### src/design/ffba_pkg.sv
// Shared types and constants of the first-fit block allocator.
`timescale 1ns / 1ps

package ffba_pkg;

  localparam int unsigned ADDR_W = 48;
  localparam int unsigned SIZE_W = 32;

  localparam logic OP_ALLOC = 1'b0;
  localparam logic OP_FREE  = 1'b1;

  localparam logic [SIZE_W-1:0] ALIGN_MASK = 32'd7;
  localparam logic [ADDR_W-1:0] BASE_RESET = 48'h20_0000;

  typedef enum logic [2:0] {
    ST_REUSED    = 3'd0,
    ST_NEW       = 3'd1,
    ST_FREED     = 3'd2,
    ST_NOT_FOUND = 3'd3,
    ST_ZERO      = 3'd4,
    ST_NO_ROOM   = 3'd5
  } status_e;

  typedef struct packed {
    logic [ADDR_W-1:0] addr;
    logic [SIZE_W-1:0] size;
    logic              free;
  } entry_t;

  typedef struct packed {
    logic              op;
    logic [SIZE_W-1:0] size;
    logic [ADDR_W-1:0] addr;
  } key_t;

endpackage

### src/design/ffba_match.sv
// Shared compare unit: first-fit size test or exact address match.
`timescale 1ns / 1ps

module ffba_match (
  input  ffba_pkg::key_t   key_i,
  input  ffba_pkg::entry_t entry_i,
  output logic             hit_o
);

  always_comb begin
    if (key_i.op == ffba_pkg::OP_FREE) begin
      hit_o = (entry_i.addr == key_i.addr);
    end else begin
      hit_o = entry_i.free && (entry_i.size >= key_i.size);
    end
  end

endmodule

### config.mk
export PLATFORM = sky130hd
export DESIGN_NAME = ffba_match
export DESIGN_NICKNAME = d
export VERILOG_FILES = /design/src/design/ffba_pkg.sv /design/src/design/ffba_match.sv
export SDC_FILE = /design/constraint.sdc
export NUM_CORES = 1
export LEC_CHECK = 0
export ABC_AREA = 1
export BUFFER_PORTS_ARGS = -buffer_cell sky130_fd_sc_hd__buf_2
export CAP_MARGIN = 20
export CORE_MARGIN = 2
export CORE_UTILIZATION = 25
export DETAILED_ROUTE_END_ITERATION = 16
export REMOVE_ABC_BUFFERS = 1
export SYNTH_ARGS = -nofsm -noshare
export SYNTH_HDL_FRONTEND = slang
export SYNTH_SLANG_ARGS = --single-unit
### constraint.sdc
create_clock -name vclk -period 1.16
set_clock_uncertainty 0.05 [all_clocks]
set_input_delay 0.058 -clock vclk [all_inputs]
set_output_delay 0.058 -clock vclk [all_outputs]
set_load 0.05 [all_outputs]
Word-level counts from Yosys, hierarchy flattened
Index checks and enable logic that the tools add are counted.

Bits in registers: 0. Input port bits: 162. Output and inout port bits: 1. Word-level logic and storage cells: 4.

Order comparisons: 1. Equal/unequal tests: 1. Multiplexer cells: 1. Reductions and logical operators: 1.

Operator list (count): 48-bit == test (1); 32-bit greater-or-equal comparator (1); 1-bit logical AND (1); 1-bit 2-to-1 mux (1).

Longest topological paths before layout
Gate-level depths: netlist of the first run.

Depth after elaboration: 3. Depth in mapped cells: 15. Gate-level depth less buffers: 15.

Worst setup path after synthesis of the first run
Ideal clock, no wire load.

Path type: input -> output. From: input port key_i[55] in the netlist's numbering. To: output port hit_o. Arrival time: 1.234 ns. Required time: 1.052 ns. Setup slack: -0.182 ns. Stages: 14. Path buffers: 0. Cell sequence: inv_1 > ha_1 > nand2_1 > inv_1 > nand2_1 > nor2_1 > nor2_1 > nand2_1 > nand2_1 > nand2_1 > nand2_1 > nand2_1 > nand2_1 > nand2_1.

Cells in the longest elaborated chain, start to end: 3.

Ends and longest elaborated chain: from (decl) (RTL line ffba_match.sv:5) `input ffba_pkg::key_t key_i,`; 32-bit greater-or-equal comparator (RTL line ffba_match.sv:14) `hit_o = entry_i.free && (entry_i.size >= key_i.size);`; 1-bit logical AND (RTL line ffba_match.sv:14); 1-bit 2-to-1 mux (RTL line ffba_match.sv:11) `if (key_i.op == ffba_pkg::OP_FREE) begin`; to (decl) (RTL line ffba_match.sv:7) `output logic hit_o`.

No other way between the ends.

Final worst setup path of the first run
From: input port key_i[52] in the netlist's numbering. To: output port hit_o.

Same word-level chain as after synthesis.

==> flow_summary.toml, run 1 <==
[cells_and_area]
nNetsFinal = 648
clkbuf_count = 0
final_common_cell = "buf_2"
final_cells = 527
layout_common_cells = "buf_2, nand2_1, inv_1, nor2_1, ha_1"
area_delta_synth_final_pct = 75.8
design.seq.count = 0
num_antenna_cells = 0
seqCellArea_um2 = 0
drive_gt1_share_pct = 44.5

[routing]
drt-total-wl_um = 4850
drtPass1Iterations = 4
dr.first_iter.drc_count = 31
wl_per_cell_um = 9.20
viasPerCell = 4.23
ant_nets = 0
vias = 2229
drc_errors = 0

[power_and_ir_drop]
pwr-share-seq_pct = 0
ir_drop_v = 0.000140
p_leak_uw = 0.00168
p_switching_uw = 382
power_frac_comb_pct = 100.0
switching_share_pct = 44.3
p_int_uw = 480
clockPowerShare_pct = 0
powerDensity_nw_per_um2 = 316

[placement]
io_buffers = 163
routabilityCongestion = 0.731
pre_cts_ws_ns = -0.361
place_hpwl_um = 4370
dpl.cell_count = 527

[floorplan]
core_area_um2 = 5960
die_area_um2 = 6850
fp-row-count = 28
ios = 163
die_height_um = 82.7
die_x_um = 82.7
initial_core_util_pct = 26.0

[synth]
yosysTopAreaCell = "ha_1"
yosysWarnings = 0
synth_area_leaders = "ha_1, nand2_1, inv_1"
synth_cells = 283
yosysSeqAreaShare_pct = 0
synth_cell_types = 14
synth.cell_area_um2 = 1550
synth_top_area_share_pct = 25.8
synth_area_per_cell_um2 = 5.48

[global_route]
grt.overflow.total = 0
grt_max_degree = 4
grt_pass1_vias = 1924
antenna_found_initial = 0
grt_pass1_wl_um = 7000
grt_util_all_layers_pct = 12.5

[setup_path]
startpoint_type = "input pin"
cp_max_fo = 2
end_kind = "output pin"
required_ns = 1.05
crit_arrival_ns = 1.27
crit_type = "in2out"

[sta]
fin_ws_ns = -0.214
tightest_slew_ns = 0.174
final.min_clock_period_ns = 1.37
slew_violations = 0
setup_violations = 1
hold_viol = 0
rsz0062_at_grt = "yes"
relSlewSlack_pct = 88.3
fin_crit_sh_pct = 118
fmax_mhz = 728

[outcome]
outcome = "finished with violations"
violations = "negative setup slack"

[clock_network]
ctsHoldBuffers = 0
postCtsSetupBuffers = 0

[hold_path]
hp-class = "in2out"

[flow_run]
maxCapViolCount = 0
-- cell families after synthesis --
kind of cell / synth area share (%)
and+or+nand+nor: 31.3
buffers and inverters: 17.2
AOI/OAI and AO/OA: 12.1
adders and majority gates: 25.8
xor gates and xnor gates: 13.6
-- area by class of cell --
type,count,area [um2]
fill,644,3230
inverter,71,269
multi-input combinational,212,1430
tap,75,93.8
timing repair buffer,169,930
-- layer usage --
metal / global-route usage (%) / vias up / wire length, um
li1: - / 1215 / -
met1: 12.8 / 913 / 1780
met2: 27.0 / 97 / 2560
met3: 1.30 / 4 / 462
met4: 1.31 / 0 / 44
met5: 0 / - / 0
-- power by group through the flow --
| stage | logic (uW) | clock network (uW) | registers, uW |
|---|---|---|---|
| after global routing | 987 | 0 | 0 |
| after floorplan | 385 | 0 | 0 |
| after CTS | 820 | 0 | 0 |
| final | 861 | 0 | 0 |
| after global placement | 750 | 0 | 0 |
| after detailed placement | 764 | 0 | 0 |
-- worst paths after layout --
path	from	end	cells after the start
setup / recovery	key_i[52]	hit_o	16
hold / removal	key_i[80]	hit_o	5
-- worst max-delay path: stages --
cell	delay (ns)
buf_6	0.07
inv_2	0.04
ha_4	0.26
nand2_2	0.05
inv_2	0.05
nand2_2	0.05
nor2_1	0.09
nor2_1	0.04
nand2_1	0.05
nand2_1	0.05
nand2_1	0.07
nand2_1	0.05
nand2_1	0.05
nand2_1	0.05
nand2_1	0.07
buf_6	0.16
-- cells in the mapped netlist --
master / instances
o22ai_1: 6
o21ai_0: 10
xnor2_1: 13
inv_1: 71
nor2_1: 29
xor2_1: 11
nor3_1: 3
a21oi_1: 17
ha_1: 32
nand4_1: 4
nand3b_1: 2
nand2_1: 75
o21a_1: 2
nand3_1: 8
-- per-stage QoR --
step                      TNS (ns)  cell area (um2)  utilization (%)  hold slack (ns)  total power, uW
final                       -0.214             2730             45.8            0.475              861
after global routing        -0.375             2730             45.8            0.512              987
after CTS                   -0.251             2650             44.4            0.496              820
after detailed placement    -0.361             2500             42.1            0.528              764
after global placement      -0.344             2500             42.1            0.528              750
after floorplan             -0.182             1550                -            0.414              385
-- timing repair --
item / 4_1_cts / 5_1_grt
setup endpoints to repair: 1 / 1
gates resized for setup: 23 / 25
pin swaps: 17 / 18
No activity file was read; power rests on OpenSTA's default activity.
==> run 2, diff against run 1 <==
Settings changed: CORE_UTILIZATION 25 to 37, PLACE_DENSITY set to 0.84, SKIP_LAST_GASP set to 1.
==> run 2 against run 1 <==
The flow still finishes with violations (negative setup slack); sequential cell count did not move; combinational power rose by 4.5%; maximum frequency increased by 1.5%; hold slack worse by 0.013 ns; die area fell by 31%; first-iteration DRC count grew 32%; clock-buffer cell count stayed put; sequential share of layout area is the same; via count hardly changed; core utilization is 23 points higher.
==> flow_summary.toml, run 2 (synthesis gave the netlist of run 1 again) <==
[routing]
vias = 2230
viasPerCell = 4.42
ant_nets = 0
dr.first_iter.drc_count = 41
drtPass1Iterations = 4
drc_errors = 0
wl_per_cell_um = 10.1
drt-total-wl_um = 5090

[floorplan]
initial_core_util_pct = 38.5
die_area_um2 = 4720
die_x_um = 68.7
core_area_um2 = 4030
die_height_um = 68.7
fp-row-count = 23
ios = 163

[setup_path]
slowest_stage = "ha_1"
cp_max_fo = 2
crit_chain = "buf_2 -> inv_1 -> ha_1 -> a21oi_1 -> o21a_1 -> nand2_1 -> a21oi_2 -> nand2_1 -> nand2_1 -> nand2_1 -> buf_6"
cp-startpoint = "key_i[71]"
startpoint_type = "input pin"
critical-path-max-stage-delay_ns = 0.29
end_kind = "output pin"
crit_arrival_ns = 1.25
required_ns = 1.05
crit_top_cell = "nand2_1"
crit_type = "in2out"

[sta]
rsz0062_at_grt = "yes"
setup_violations = 1
tightest_slew_ns = 0.173
whs_ns = 0.462
slew_violations = 0
tns_ns = -0.194
fin_crit_sh_pct = 117
hold_viol = 0
fmax_mhz = 739
final.min_clock_period_ns = 1.35
relSlewSlack_pct = 88.4
fin_ws_ns = -0.194

[cells_and_area]
seqCellArea_um2 = 0
design.seq.count = 0
num_antenna_cells = 0
final_common_cell = "buf_2"
final_cells = 505
layout_common_cells = "buf_2, nand2_1, inv_1, nor2_1, ha_1"
drive_gt1_share_pct = 45.7
fillers = 342
area_delta_synth_final_pct = 77.6
clkbuf_count = 0
nNetsFinal = 651

[global_route]
grt_max_degree = 4
grt-busiest-layer = "met2"
antenna_found_initial = 0
grt_util_all_layers_pct = 19.4
grt_pass1_vias = 1954
use_met3_pct = 1.62
grt_use_met1_pct = 19.6
grt_pass1_wl_um = 7210
grt.overflow.total = 0
met2_usage_pct = 42.3

[power_and_ir_drop]
ir_drop_v = 0.000162
power.total_uw = 900
powerDensity_nw_per_um2 = 327
p_leak_uw = 0.00170

[placement]
place_hpwl_um = 4430
io_buffers = 163
dpl.cell_count = 505
routabilityCongestion = 0.787

[clock_network]
ctsHoldBuffers = 0

[hold_path]
hp-class = "in2out"
min_from = "key_i[80]"

[outcome]
violations = "negative setup slack"
outcome = "finished with violations"

[flow_run]
maxCapViolCount = 0
[run 2: cell types whose count changed in the layout (fill, tap and decap cells not counted), moves of 3 or more]
cell,before,now
a21oi_2,3,8
a21oi_1,14,9
ha_4,9,12
buf_4,6,9
[run 2: final cells by class]
| type | count | area, um2 | share of cell area, % |
|---|---|---|---|
| Timing Repair Buffer | 172 | 940 | 34.1 |
| Tap cell | 50 | 62.6 | 2.27 |
| Inverter | 71 | 269 | 9.77 |
| Multi-Input combinational cell | 212 | 1480 | 53.8 |
[run 2: final timing paths]
check	end	slack [ns]	cells past startpoint
max	hit_o	-0.19	11
min	hit_o	0.46	5
[run 2: metal layers]
metal | vias up | part of all wire (%) | routed length [um]
met4 | 0 | 0.45 | 23
li1 | 1218 | - | -
met1 | 928 | 35 | 1800
met5 | - | 0 | 0
met2 | 82 | 58 | 2940
met3 | 2 | 6.4 | 323
[run 2: where the power goes]
group | internal (uW) | total, uW | switching [uW] | leakage [uW]
Sequential | 0 | 0 | 0 | 0
Clock | 0 | 0 | 0 | 0
Combinational | 500 | 900 | 400 | 0.00170
Total | 500 | 900 | 400 | 0.00170
[run 2: per-stage QoR]
step           util, %  worst slack [ns]  area, um2
6_report          68.3            -0.194       2750
5_1_grt           68.3            -0.391       2750
4_1_cts           66.0            -0.228       2660
3_5_place_dp      62.0            -0.355       2500
3_3_place_gp      62.0            -0.322       2500
2_1_floorplan        -            -0.182       1550
[run 2: worst max-delay path, delay by kind of cell]
family / cells / cell delay (ns)
AO/OA/AOI/OAI: 3 / 0.41
adder cells (fa/ha/maj): 1 / 0.29
buffers and inverters: 3 / 0.25
AND/OR/NAND/NOR: 4 / 0.23
[run 2: repair_timing]
action                     4_1_cts  5_1_grt
buffers inserted                 0        0
pin swaps                       15       13
gates resized for setup         26       25
setup endpoints to repair        1        1
