===== config.mk =====
export PLATFORM = sky130hd
export DESIGN_NAME = ffba_seq_flat
export DESIGN_NICKNAME = d
export VERILOG_FILES = /design/src/design/ffba_pkg.sv /design/src/design/ffba_if.sv /design/src/design/ffba_seq.sv /design/src/flat_wrapper.sv
export SDC_FILE = /design/constraint.sdc
export NUM_CORES = 1
export LEC_CHECK = 0
export BUFFER_PORTS_ARGS = -buffer_cell sky130_fd_sc_hd__clkbuf_2
export CAP_MARGIN = 15
export CORE_UTILIZATION = 54
export DETAILED_ROUTE_END_ITERATION = 7
export PLACE_DENSITY = 0.8
export SKIP_LAST_GASP = 1
export SYNTH_ARGS = -nofsm -noshare
export SYNTH_HDL_FRONTEND = slang
export SYNTH_SLANG_ARGS = --single-unit

===== constraint.sdc =====
create_clock -name clk_i -period 9.7 [get_ports clk_i]
set_input_delay 0.97 -clock clk_i [delete_from_list [all_inputs] [get_ports clk_i]]
set_output_delay 0.97 -clock clk_i [all_outputs]
set_load 0.01 [all_outputs]

===== src/design/ffba_pkg.sv =====
// Shared types and constants of the first-fit block allocator.
`timescale 1ns / 1ps

package ffba_pkg;

  localparam int unsigned ADDR_W = 48;
  localparam int unsigned SIZE_W = 32;

  localparam logic OP_ALLOC = 1'b0;
  localparam logic OP_FREE  = 1'b1;

  localparam logic [SIZE_W-1:0] ALIGN_MASK = 32'd7;
  localparam logic [ADDR_W-1:0] BASE_RESET = 48'h20_0000;

  typedef enum logic [2:0] {
    ST_REUSED    = 3'd0,
    ST_NEW       = 3'd1,
    ST_FREED     = 3'd2,
    ST_NOT_FOUND = 3'd3,
    ST_ZERO      = 3'd4,
    ST_NO_ROOM   = 3'd5
  } status_e;

  typedef struct packed {
    logic [ADDR_W-1:0] addr;
    logic [SIZE_W-1:0] size;
    logic              free;
  } entry_t;

  typedef struct packed {
    logic              op;
    logic [SIZE_W-1:0] size;
    logic [ADDR_W-1:0] addr;
  } key_t;

endpackage


===== src/design/ffba_if.sv =====
// Valid/ready channel interfaces for request and response words.
`timescale 1ns / 1ps

interface ffba_req_if;
  logic                          valid;
  logic                          ready;
  logic                          op;
  logic [ffba_pkg::SIZE_W-1:0]   request_bytes;
  logic [ffba_pkg::ADDR_W-1:0]   release_address;

  modport source (output valid, op, request_bytes, release_address, input ready);
  modport sink   (input valid, op, request_bytes, release_address, output ready);
endinterface

interface ffba_rsp_if;
  logic                          valid;
  logic                          ready;
  logic [ffba_pkg::ADDR_W-1:0]   granted_address;
  logic [2:0]                    status;

  modport source (output valid, granted_address, status, input ready);
  modport sink   (input valid, granted_address, status, output ready);
endinterface


===== src/design/ffba_seq.sv =====
// Request sequencer: descriptor scan, append arithmetic and result register.
`timescale 1ns / 1ps

module ffba_seq #(
  parameter int unsigned MAX_BLOCKS   = 64,
  parameter int unsigned HEADER_BYTES = 32
) (
  input  logic                            clk_i,
  input  logic                            rst_ni,
  input  logic                            cfg_we_i,
  input  logic [ffba_pkg::ADDR_W-1:0]     cfg_wdata_i,
  ffba_req_if.sink                        req_i,
  ffba_rsp_if.source                      rsp_o,
  output logic                            rd_en_o,
  output logic [$clog2(MAX_BLOCKS)-1:0]   rd_idx_o,
  input  ffba_pkg::entry_t                rd_data_i,
  output logic                            wr_en_o,
  output logic [$clog2(MAX_BLOCKS)-1:0]   wr_idx_o,
  output ffba_pkg::entry_t                wr_data_o,
  output ffba_pkg::key_t                  key_o,
  input  logic                            hit_i
);

  localparam int unsigned IW = $clog2(MAX_BLOCKS);
  localparam int unsigned CW = $clog2(MAX_BLOCKS + 1);
  localparam int unsigned AW = ffba_pkg::ADDR_W;
  localparam int unsigned SW = ffba_pkg::SIZE_W;

  typedef enum logic [2:0] {
    S_IDLE,
    S_SCAN,
    S_APP_A,
    S_APP_B,
    S_RESP
  } state_e;

  state_e                 state_q;
  logic [CW-1:0]          count_q;
  logic [CW-1:0]          issue_q;
  logic [IW-1:0]          chk_q;
  logic                   rd_vld_q;
  logic [AW-1:0]          heap_next_q;
  ffba_pkg::key_t         key_q;
  logic [AW:0]            data_q;
  ffba_pkg::status_e      res_status_q;
  logic [AW-1:0]          res_addr_q;
  logic                   wr_en_q;
  logic [IW-1:0]          wr_idx_q;
  ffba_pkg::entry_t       wr_data_q;
  logic                   out_vld_q;
  logic [AW-1:0]          out_addr_q;
  ffba_pkg::status_e      out_status_q;

  logic [SW:0]            round_sum;
  logic [SW-1:0]          round_size;
  logic                   hit_now;
  logic                   more;
  logic [AW+1:0]          end_sum;

  assign round_sum  = {1'b0, req_i.request_bytes} + {1'b0, ffba_pkg::ALIGN_MASK};
  assign round_size = round_sum[SW-1:0] & ~ffba_pkg::ALIGN_MASK;
  assign hit_now    = rd_vld_q && hit_i;
  assign more       = (issue_q < count_q);
  assign end_sum    = {1'b0, data_q} + {{(AW+2-SW){1'b0}}, key_q.size};

  assign rd_en_o   = (state_q == S_SCAN) && more && !hit_now;
  assign rd_idx_o  = issue_q[IW-1:0];
  assign wr_en_o   = wr_en_q;
  assign wr_idx_o  = wr_idx_q;
  assign wr_data_o = wr_data_q;
  assign key_o     = key_q;

  assign req_i.ready           = (state_q == S_IDLE);
  assign rsp_o.valid           = out_vld_q;
  assign rsp_o.granted_address = out_addr_q;
  assign rsp_o.status          = out_status_q;

  always_ff @(posedge clk_i or negedge rst_ni) begin
    if (!rst_ni) begin
      state_q     <= S_IDLE;
      count_q     <= '0;
      issue_q     <= '0;
      chk_q       <= '0;
      rd_vld_q    <= 1'b0;
      heap_next_q <= ffba_pkg::BASE_RESET;
      wr_en_q     <= 1'b0;
      out_vld_q   <= 1'b0;
    end else begin
      wr_en_q  <= 1'b0;
      rd_vld_q <= 1'b0;
      if (rsp_o.ready) begin
        out_vld_q <= 1'b0;
      end
      if (cfg_we_i) begin
        if (count_q == '0) begin
          heap_next_q <= cfg_wdata_i;
        end
      end

      case (state_q)
        S_IDLE: begin
          if (req_i.valid) begin
            key_q      <= '{op: req_i.op, size: round_size, addr: req_i.release_address};
            res_addr_q <= '0;
            issue_q    <= '0;
            if (req_i.op == ffba_pkg::OP_ALLOC && req_i.request_bytes == '0) begin
              res_status_q <= ffba_pkg::ST_ZERO;
              state_q      <= S_RESP;
            end else if (req_i.op == ffba_pkg::OP_ALLOC && round_sum[SW]) begin
              res_status_q <= ffba_pkg::ST_NO_ROOM;
              state_q      <= S_RESP;
            end else if (req_i.op == ffba_pkg::OP_FREE && req_i.release_address == '0) begin
              res_status_q <= ffba_pkg::ST_NOT_FOUND;
              state_q      <= S_RESP;
            end else begin
              state_q <= S_SCAN;
            end
          end
        end

        S_SCAN: begin
          if (hit_now) begin
            // Write the hit descriptor back with its new free flag.
            wr_en_q   <= 1'b1;
            wr_idx_q  <= chk_q;
            wr_data_q <= '{addr: rd_data_i.addr, size: rd_data_i.size,
                           free: (key_q.op == ffba_pkg::OP_FREE)};
            if (key_q.op == ffba_pkg::OP_FREE) begin
              res_status_q <= ffba_pkg::ST_FREED;
            end else begin
              res_addr_q   <= rd_data_i.addr;
              res_status_q <= ffba_pkg::ST_REUSED;
            end
            state_q <= S_RESP;
          end else if (more) begin
            rd_vld_q <= 1'b1;
            chk_q    <= issue_q[IW-1:0];
            issue_q  <= issue_q + 1'b1;
          end else if (key_q.op == ffba_pkg::OP_FREE) begin
            res_status_q <= ffba_pkg::ST_NOT_FOUND;
            state_q      <= S_RESP;
          end else begin
            state_q <= S_APP_A;
          end
        end

        S_APP_A: begin
          if (count_q >= CW'(MAX_BLOCKS)) begin
            res_status_q <= ffba_pkg::ST_NO_ROOM;
            state_q      <= S_RESP;
          end else begin
            data_q  <= {1'b0, heap_next_q} + (AW+1)'(HEADER_BYTES);
            state_q <= S_APP_B;
          end
        end

        S_APP_B: begin
          if (end_sum[AW+1:AW] != 2'b00) begin
            res_status_q <= ffba_pkg::ST_NO_ROOM;
          end else begin
            wr_en_q      <= 1'b1;
            wr_idx_q     <= count_q[IW-1:0];
            wr_data_q    <= '{addr: data_q[AW-1:0], size: key_q.size, free: 1'b0};
            count_q      <= count_q + 1'b1;
            heap_next_q  <= end_sum[AW-1:0];
            res_addr_q   <= data_q[AW-1:0];
            res_status_q <= ffba_pkg::ST_NEW;
          end
          state_q <= S_RESP;
        end

        S_RESP: begin
          if (!out_vld_q || rsp_o.ready) begin
            out_vld_q    <= 1'b1;
            out_addr_q   <= res_addr_q;
            out_status_q <= res_status_q;
            state_q      <= S_IDLE;
          end
        end

        default: begin
          state_q <= S_IDLE;
        end
      endcase
    end
  end

endmodule


===== src/flat_wrapper.sv =====
// flat-port wrapper written by rule: the top's interface ports become plain ports
module ffba_seq_flat 
#(
  parameter int unsigned MAX_BLOCKS   = 64,
  parameter int unsigned HEADER_BYTES = 32
)
  (clk_i, rst_ni, cfg_we_i, cfg_wdata_i, rd_en_o, rd_idx_o, rd_data_i, wr_en_o, wr_idx_o, wr_data_o, key_o, hit_i, req_i_valid, req_i_op, req_i_request_bytes, req_i_release_address, req_i_ready, rsp_o_valid, rsp_o_granted_address, rsp_o_status, rsp_o_ready);
  ffba_req_if req_i_i ();
  ffba_rsp_if rsp_o_i ();
  input  logic clk_i;
  input  logic rst_ni;
  input  logic cfg_we_i;
  input  logic [ffba_pkg::ADDR_W-1:0] cfg_wdata_i;
  output logic rd_en_o;
  output logic [$clog2(MAX_BLOCKS)-1:0] rd_idx_o;
  input  ffba_pkg::entry_t rd_data_i;
  output logic wr_en_o;
  output logic [$clog2(MAX_BLOCKS)-1:0] wr_idx_o;
  output ffba_pkg::entry_t wr_data_o;
  output ffba_pkg::key_t key_o;
  input  logic hit_i;
  input wire logic [$bits(req_i_i.valid)-1:0] req_i_valid;
  input wire logic [$bits(req_i_i.op)-1:0] req_i_op;
  input wire logic [$bits(req_i_i.request_bytes)-1:0] req_i_request_bytes;
  input wire logic [$bits(req_i_i.release_address)-1:0] req_i_release_address;
  output wire logic [$bits(req_i_i.ready)-1:0] req_i_ready;
  output wire logic [$bits(rsp_o_i.valid)-1:0] rsp_o_valid;
  output wire logic [$bits(rsp_o_i.granted_address)-1:0] rsp_o_granted_address;
  output wire logic [$bits(rsp_o_i.status)-1:0] rsp_o_status;
  input wire logic [$bits(rsp_o_i.ready)-1:0] rsp_o_ready;
  assign req_i_i.valid = req_i_valid;
  assign req_i_i.op = req_i_op;
  assign req_i_i.request_bytes = req_i_request_bytes;
  assign req_i_i.release_address = req_i_release_address;
  assign req_i_ready = req_i_i.ready;
  assign rsp_o_valid = rsp_o_i.valid;
  assign rsp_o_granted_address = rsp_o_i.granted_address;
  assign rsp_o_status = rsp_o_i.status;
  assign rsp_o_i.ready = rsp_o_ready;
  ffba_seq #(.MAX_BLOCKS(MAX_BLOCKS), .HEADER_BYTES(HEADER_BYTES)) u_core (.clk_i(clk_i), .rst_ni(rst_ni), .cfg_we_i(cfg_we_i), .cfg_wdata_i(cfg_wdata_i), .req_i(req_i_i), .rsp_o(rsp_o_i), .rd_en_o(rd_en_o), .rd_idx_o(rd_idx_o), .rd_data_i(rd_data_i), .wr_en_o(wr_en_o), .wr_idx_o(wr_idx_o), .wr_data_o(wr_data_o), .key_o(key_o), .hit_i(hit_i));
endmodule

# After elaboration in Yosys (flattened, before gate mapping)
# Cells that the tools add are included.
# word_totals
input_bits	216
word_cells	123
reg_bits	390
output_inout_bits	229
# op_classes
n_reduce_logical	28
muxes	49
n_lt_le_gt_ge	2
bitwise_logic	4
add_sub_neg	5
n_eq_ne	15
# ops
operator	n
$mux 48	8
$mux 81	2
$pmux 81 s2	1
$pmux 48 s3	1
$mux 3	18
$add 49x32->50	1
$add 48x6->49 const B	1
$logic_not 48->1	1
$add 32x3->33 const B	1
$logic_not 32->1	1
$mux 7	3
$pmux 3 s5	1
$reduce_and 3->1	5
$add 7x1->7 const B	2
$pmux 7 s2	1
$mux 6	2
$pmux 3 s4	1
$pmux 6 s2	1
$mux 1	8
$ne 2x1->1 const B	4
$ne 2x2->1 const B	4
$reduce_and 4->1	2
$ge 7x7->1 const B	1
$logic_not 7->1	1
20 further kinds	32

# Depth between registers and ports, before layout
# logic_depth
depth_word	7
depth_mapped	13
depth_no_buf	12

# Worst setup path after synthesis
# No wires, ideal clock.
# synth_timing
kind	flip-flop to flip-flop
start	register u_core.key_q (netlist bit u_core.key_o[51])
end	register u_core.wr_data_q (netlist bit u_core.wr_data_o[0]), enable pin
path_slack_ps	2337
period_less_slack_ps	7363
t_arrival_ps	6802
setup_ps	562
stages_incl_launch_ff	12
required_time_ps	9138
n_path_buf	0
cell_sequence	edfxtp_1 ha_1 fa_1 a21o_1 a221o_1 a41oi_2 o21ai_2 a31oi_4 nor3_4 nor2_2 mux2i_2 a21oi_1
# synth_via
elab_chain_cells	4
# synth_lines
item	line_no	rtl
from (decl)	ffba_seq.sv:43	ffba_pkg::key_t key_q;
from (signal assigned)	ffba_seq.sv:103	key_q <= '{op: req_i.op, size: round_size, addr: req_i.release_address};
$add 49x32->50	ffba_seq.sv:64	assign end_sum = {1'b0, data_q} + {{(AW+2-SW){1'b0}}, key_q.size};
$reduce_bool 2->1	ffba_seq.sv:158	if (end_sum[AW+1:AW] != 2'b00) begin
$ne 2x2->1 (no source line)	--	
$reduce_and 4->1 (no source line)	--	
to (signal assigned)	ffba_seq.sv:126	wr_data_q <= '{addr: rd_data_i.addr, size: rd_data_i.size,
to (signal assigned)	ffba_seq.sv:163	wr_data_q <= '{addr: data_q[AW-1:0], size: key_q.size, free: 1'b0};
to (decl)	ffba_seq.sv:49	ffba_pkg::entry_t wr_data_q;
# Every way passes these cells.
# A chain may end at the register's enable or synchronous reset.

# Worst setup path in the final report
# layout_timing
start	register u_core.key_q (netlist bit u_core.key_o[51])
end	register u_core.wr_data_q (netlist bit u_core.wr_data_o[28]), enable pin
# The elaborated chain is that of the path after synthesis.

==> metrics.yaml <==
global_route:
  grt_pass1_wl_um: 74000
  grt_start_max_net_pins: 92
  first_global_vias: 13400
  grt_use_total_pct: 28.8
  grt_overflow: 0
  antenna_found_initial: 8
clocking:
  h-tree-depth: 2
  cts_hold_buf: 0
  clk_latency_ns: 0.55
  clk_path_buf_depth: 3
  cts_setup_buffers: 0
  numCtsBuffers: 42
  clock-sinks: 390
  path_clk_slew_ns: 0.06
  ctsResizeCount: 0
  cts_tree: "built"
  clk_root_buffer_cell: "clkbuf_16"
power_and_ir_drop:
  powerDensity_nw_per_um2: 244
  leakage_nw: 9.33
  vdd_drop_max_mv: 0.200
logic_synthesis:
  synth_top_area_cell: "edfxtp_1"
  synth_warnings: 0
  synth-seq-area-share_pct: 62.2
  syn-cell-area_um2: 18200
  synthTopCellsByArea: "edfxtp_1 52%, dfrtp_1 10%, nand2_1 6.8%, mux2i_1 4.6%, xnor2_1 4.2%"
  synth_flop_cell: "edfxtp_1"
  synth_seq_cells: 390
  synth_edf_count: 316
  synth-async-reset-ratio_pct: 19.0
  syn-instance-count: 1538
  post-synth-top-area-fraction_pct: 52.1
  synth_cell_types: 68
  syn_area_per_cell_um2: 11.9
setup_path:
  critPathRequiredTime_ns: 9.86
  critPathKind: "flip-flop to flip-flop"
  cp.arrival_ns: 5.27
  start_kind: "flip-flop"
  cp_max_fo: 66
  end_kind: "flip-flop"
placed_design:
  dp_slack_ns: 4.64
  dpl.hpwl_um: 36700
  io_buffer_count: 440
  dpl.cell_count: 2371
  routabilityCongestion: 0.941
sta:
  finalCritPeriodShare_pct: 52.6
  rsz0062_at_grt: "false"
  clock_skew_ns: 0.0175
  fmax_mhz: 196
  setup_slack_ns: 4.59
  fin_setup_tns_ns: 0
  setup_violations: 0
  maxSlewViolCount: 0
  period_needed_ns: 5.11
  hold_viol: 0
  tightest_slew_ns: 1.11
  slew_headroom_pct: 25.7
layout:
  fill_cells: 2415
  fin_cells: 2457
  layout_commonest_cell: "clkbuf_2"
  mostFrequentLayoutCells: "439 x clkbuf_2, 331 x nand2_1, 316 x edfxtp_1"
  area_growth_pct: 22.1
  fin_util_pct: 67.7
  nNetsFinal: 2229
  drive_gt1_share_pct: 28.0
detailed_routing:
  wl_per_cell_um: 20.4
  via_per_inst: 5.59
  drt-pass1-iter-count: 6
  drt_wl_total_um: 50200
  drtIter0Drc: 1191
  drc: 0
  ant_nets: 0
  num_vias: 13700
floorplan:
  initial_core_util_pct: 55.5
  pin_count: 445
  rows: 66
  die_h_um: 186
  die_area_um2: 34500
  die_x_um: 186
  core-area_um2: 32900
outcome:
  outcome: "finished clean"
hold_path:
  hold_path.class: "input port to asynchronous set/reset pin"
flow_run:
  maxCapViolations: 0
[final cells by class]
class / instances / area [µm²] / share of cell area [%]
antenna: 8 / 20.0 / 0.0900
clock inverter: 16 / 190 / 0.855
clock buffer: 62 / 1200 / 5.38
timing repair buffer: 450 / 2280 / 10.2
tap: 442 / 553 / 2.49
multi-input combinational: 1062 / 6570 / 29.5
inverter: 27 / 101 / 0.455
sequential: 390 / 11300 / 51.0
[synthesized netlist by cell type, types with 19 or more instances]
library cell / number
nor3_1: 19
xnor2_1: 87
ha_1: 39
xor2_1: 35
mux2i_1: 83
edfxtp_1: 316
o21ai_0: 22
nor4_1: 19
nand4_1: 34
nand3_1: 30
a21oi_1: 67
a21o_1: 22
nand2_1: 332
clkbuf_1: 40
inv_1: 26
nor2_1: 131
dfrtp_1: 73
[layer usage]
metal	wire length (µm)	part of all wire (%)	GRT usage (%)	vias to the layer above
li1	-	-	-	6384
met4	1680	3.4	10.7	4
met1	19100	38	35.8	6520
met3	4810	9.6	7.10	109
met2	24500	49	48.7	722
met5	22	0.044	0	-
[per-stage QoR]
step                      total power [W]  cell area, µm²  hold slack, ns
after CTS                         0.00545           22200           0.357
after global routing              0.00568           22200           0.381
final                             0.00543           22300           0.369
after detailed placement          0.00385           20800           0.405
after global placement            0.00379           20800           0.401
after floorplan                   0.00339           18200           0.400
[power by group]
part / total [W] / leakage, nW / internal, W / switching, W
Sequential: 0.00251 / 3.79 / 0.00224 / 0.000267
Clock: 0.00160 / 0.675 / 0.000942 / 0.000656
Combinational: 0.00133 / 4.87 / 0.000545 / 0.000784
[flip-flops by register name, summed over array words and instances (netlist names)]
name                          cells
u_core.res_status_q               3
u_core.key_o                     78
u_core.rsp_o.granted_address     48
u_core.chk_q                      6
u_core.res_addr_q                48
u_core.wr_idx_o                   6
u_core.wr_data_o                 81
u_core.wr_en_o                    1
u_core.rd_vld_q                   1
u_core.count_q                    7
u_core.state_q                    3
u_core.data_q                    49
u_core.issue_q                    7
u_core.rsp_o.valid                1
u_core.rsp_o.status               3
u_core.heap_next_q               48
[cells by family after synthesis]
family                     count (synthesis)  synth area share [%]
xor gates and xnor gates                 122                  5.86
other                                      1                0.0206
muxes                                     99                  5.62
buffers and inverters                     88                  2.16
adders and majority gates                 40                  2.79
AOI/OAI and AO/OA                        174                  6.10
and+or+nand+nor                          624                  15.2
DFF                                      390                  62.2
[final timing paths]
kind	from	end	slack [ns]	cells past startpoint
worst max-delay path	u_core.key_o[51]	u_core.wr_data_o[28]	4.59	12
worst max register to register	u_core.key_o[51]	u_core.wr_data_o[28]	4.59	12
worst min-delay path	rst_ni	u_core.rsp_o.valid	0.37	1
max in group asynchronous	rst_ni	u_core.issue_q[0]	8.21	2
min in group clk_i	u_core.res_addr_q[26]	u_core.rsp_o.granted_address[26]	0.42	0
worst min register to register	u_core.res_addr_q[26]	u_core.rsp_o.granted_address[26]	0.42	0
[worst max-delay path, cell delays in order (launching register included)]
cell	delay [ns]
edfxtp_1	0.48
ha_1	0.28
fa_1	0.40
a21o_1	0.19
a221o_1	0.35
a41oi_2	0.36
o21ai_2	0.16
a31oi_4	0.33
nor3_4	0.11
nor2_2	0.11
mux2i_2	0.23
a21oi_4	0.80
buf_4	0.80
(Power assumes the default switching activity.)
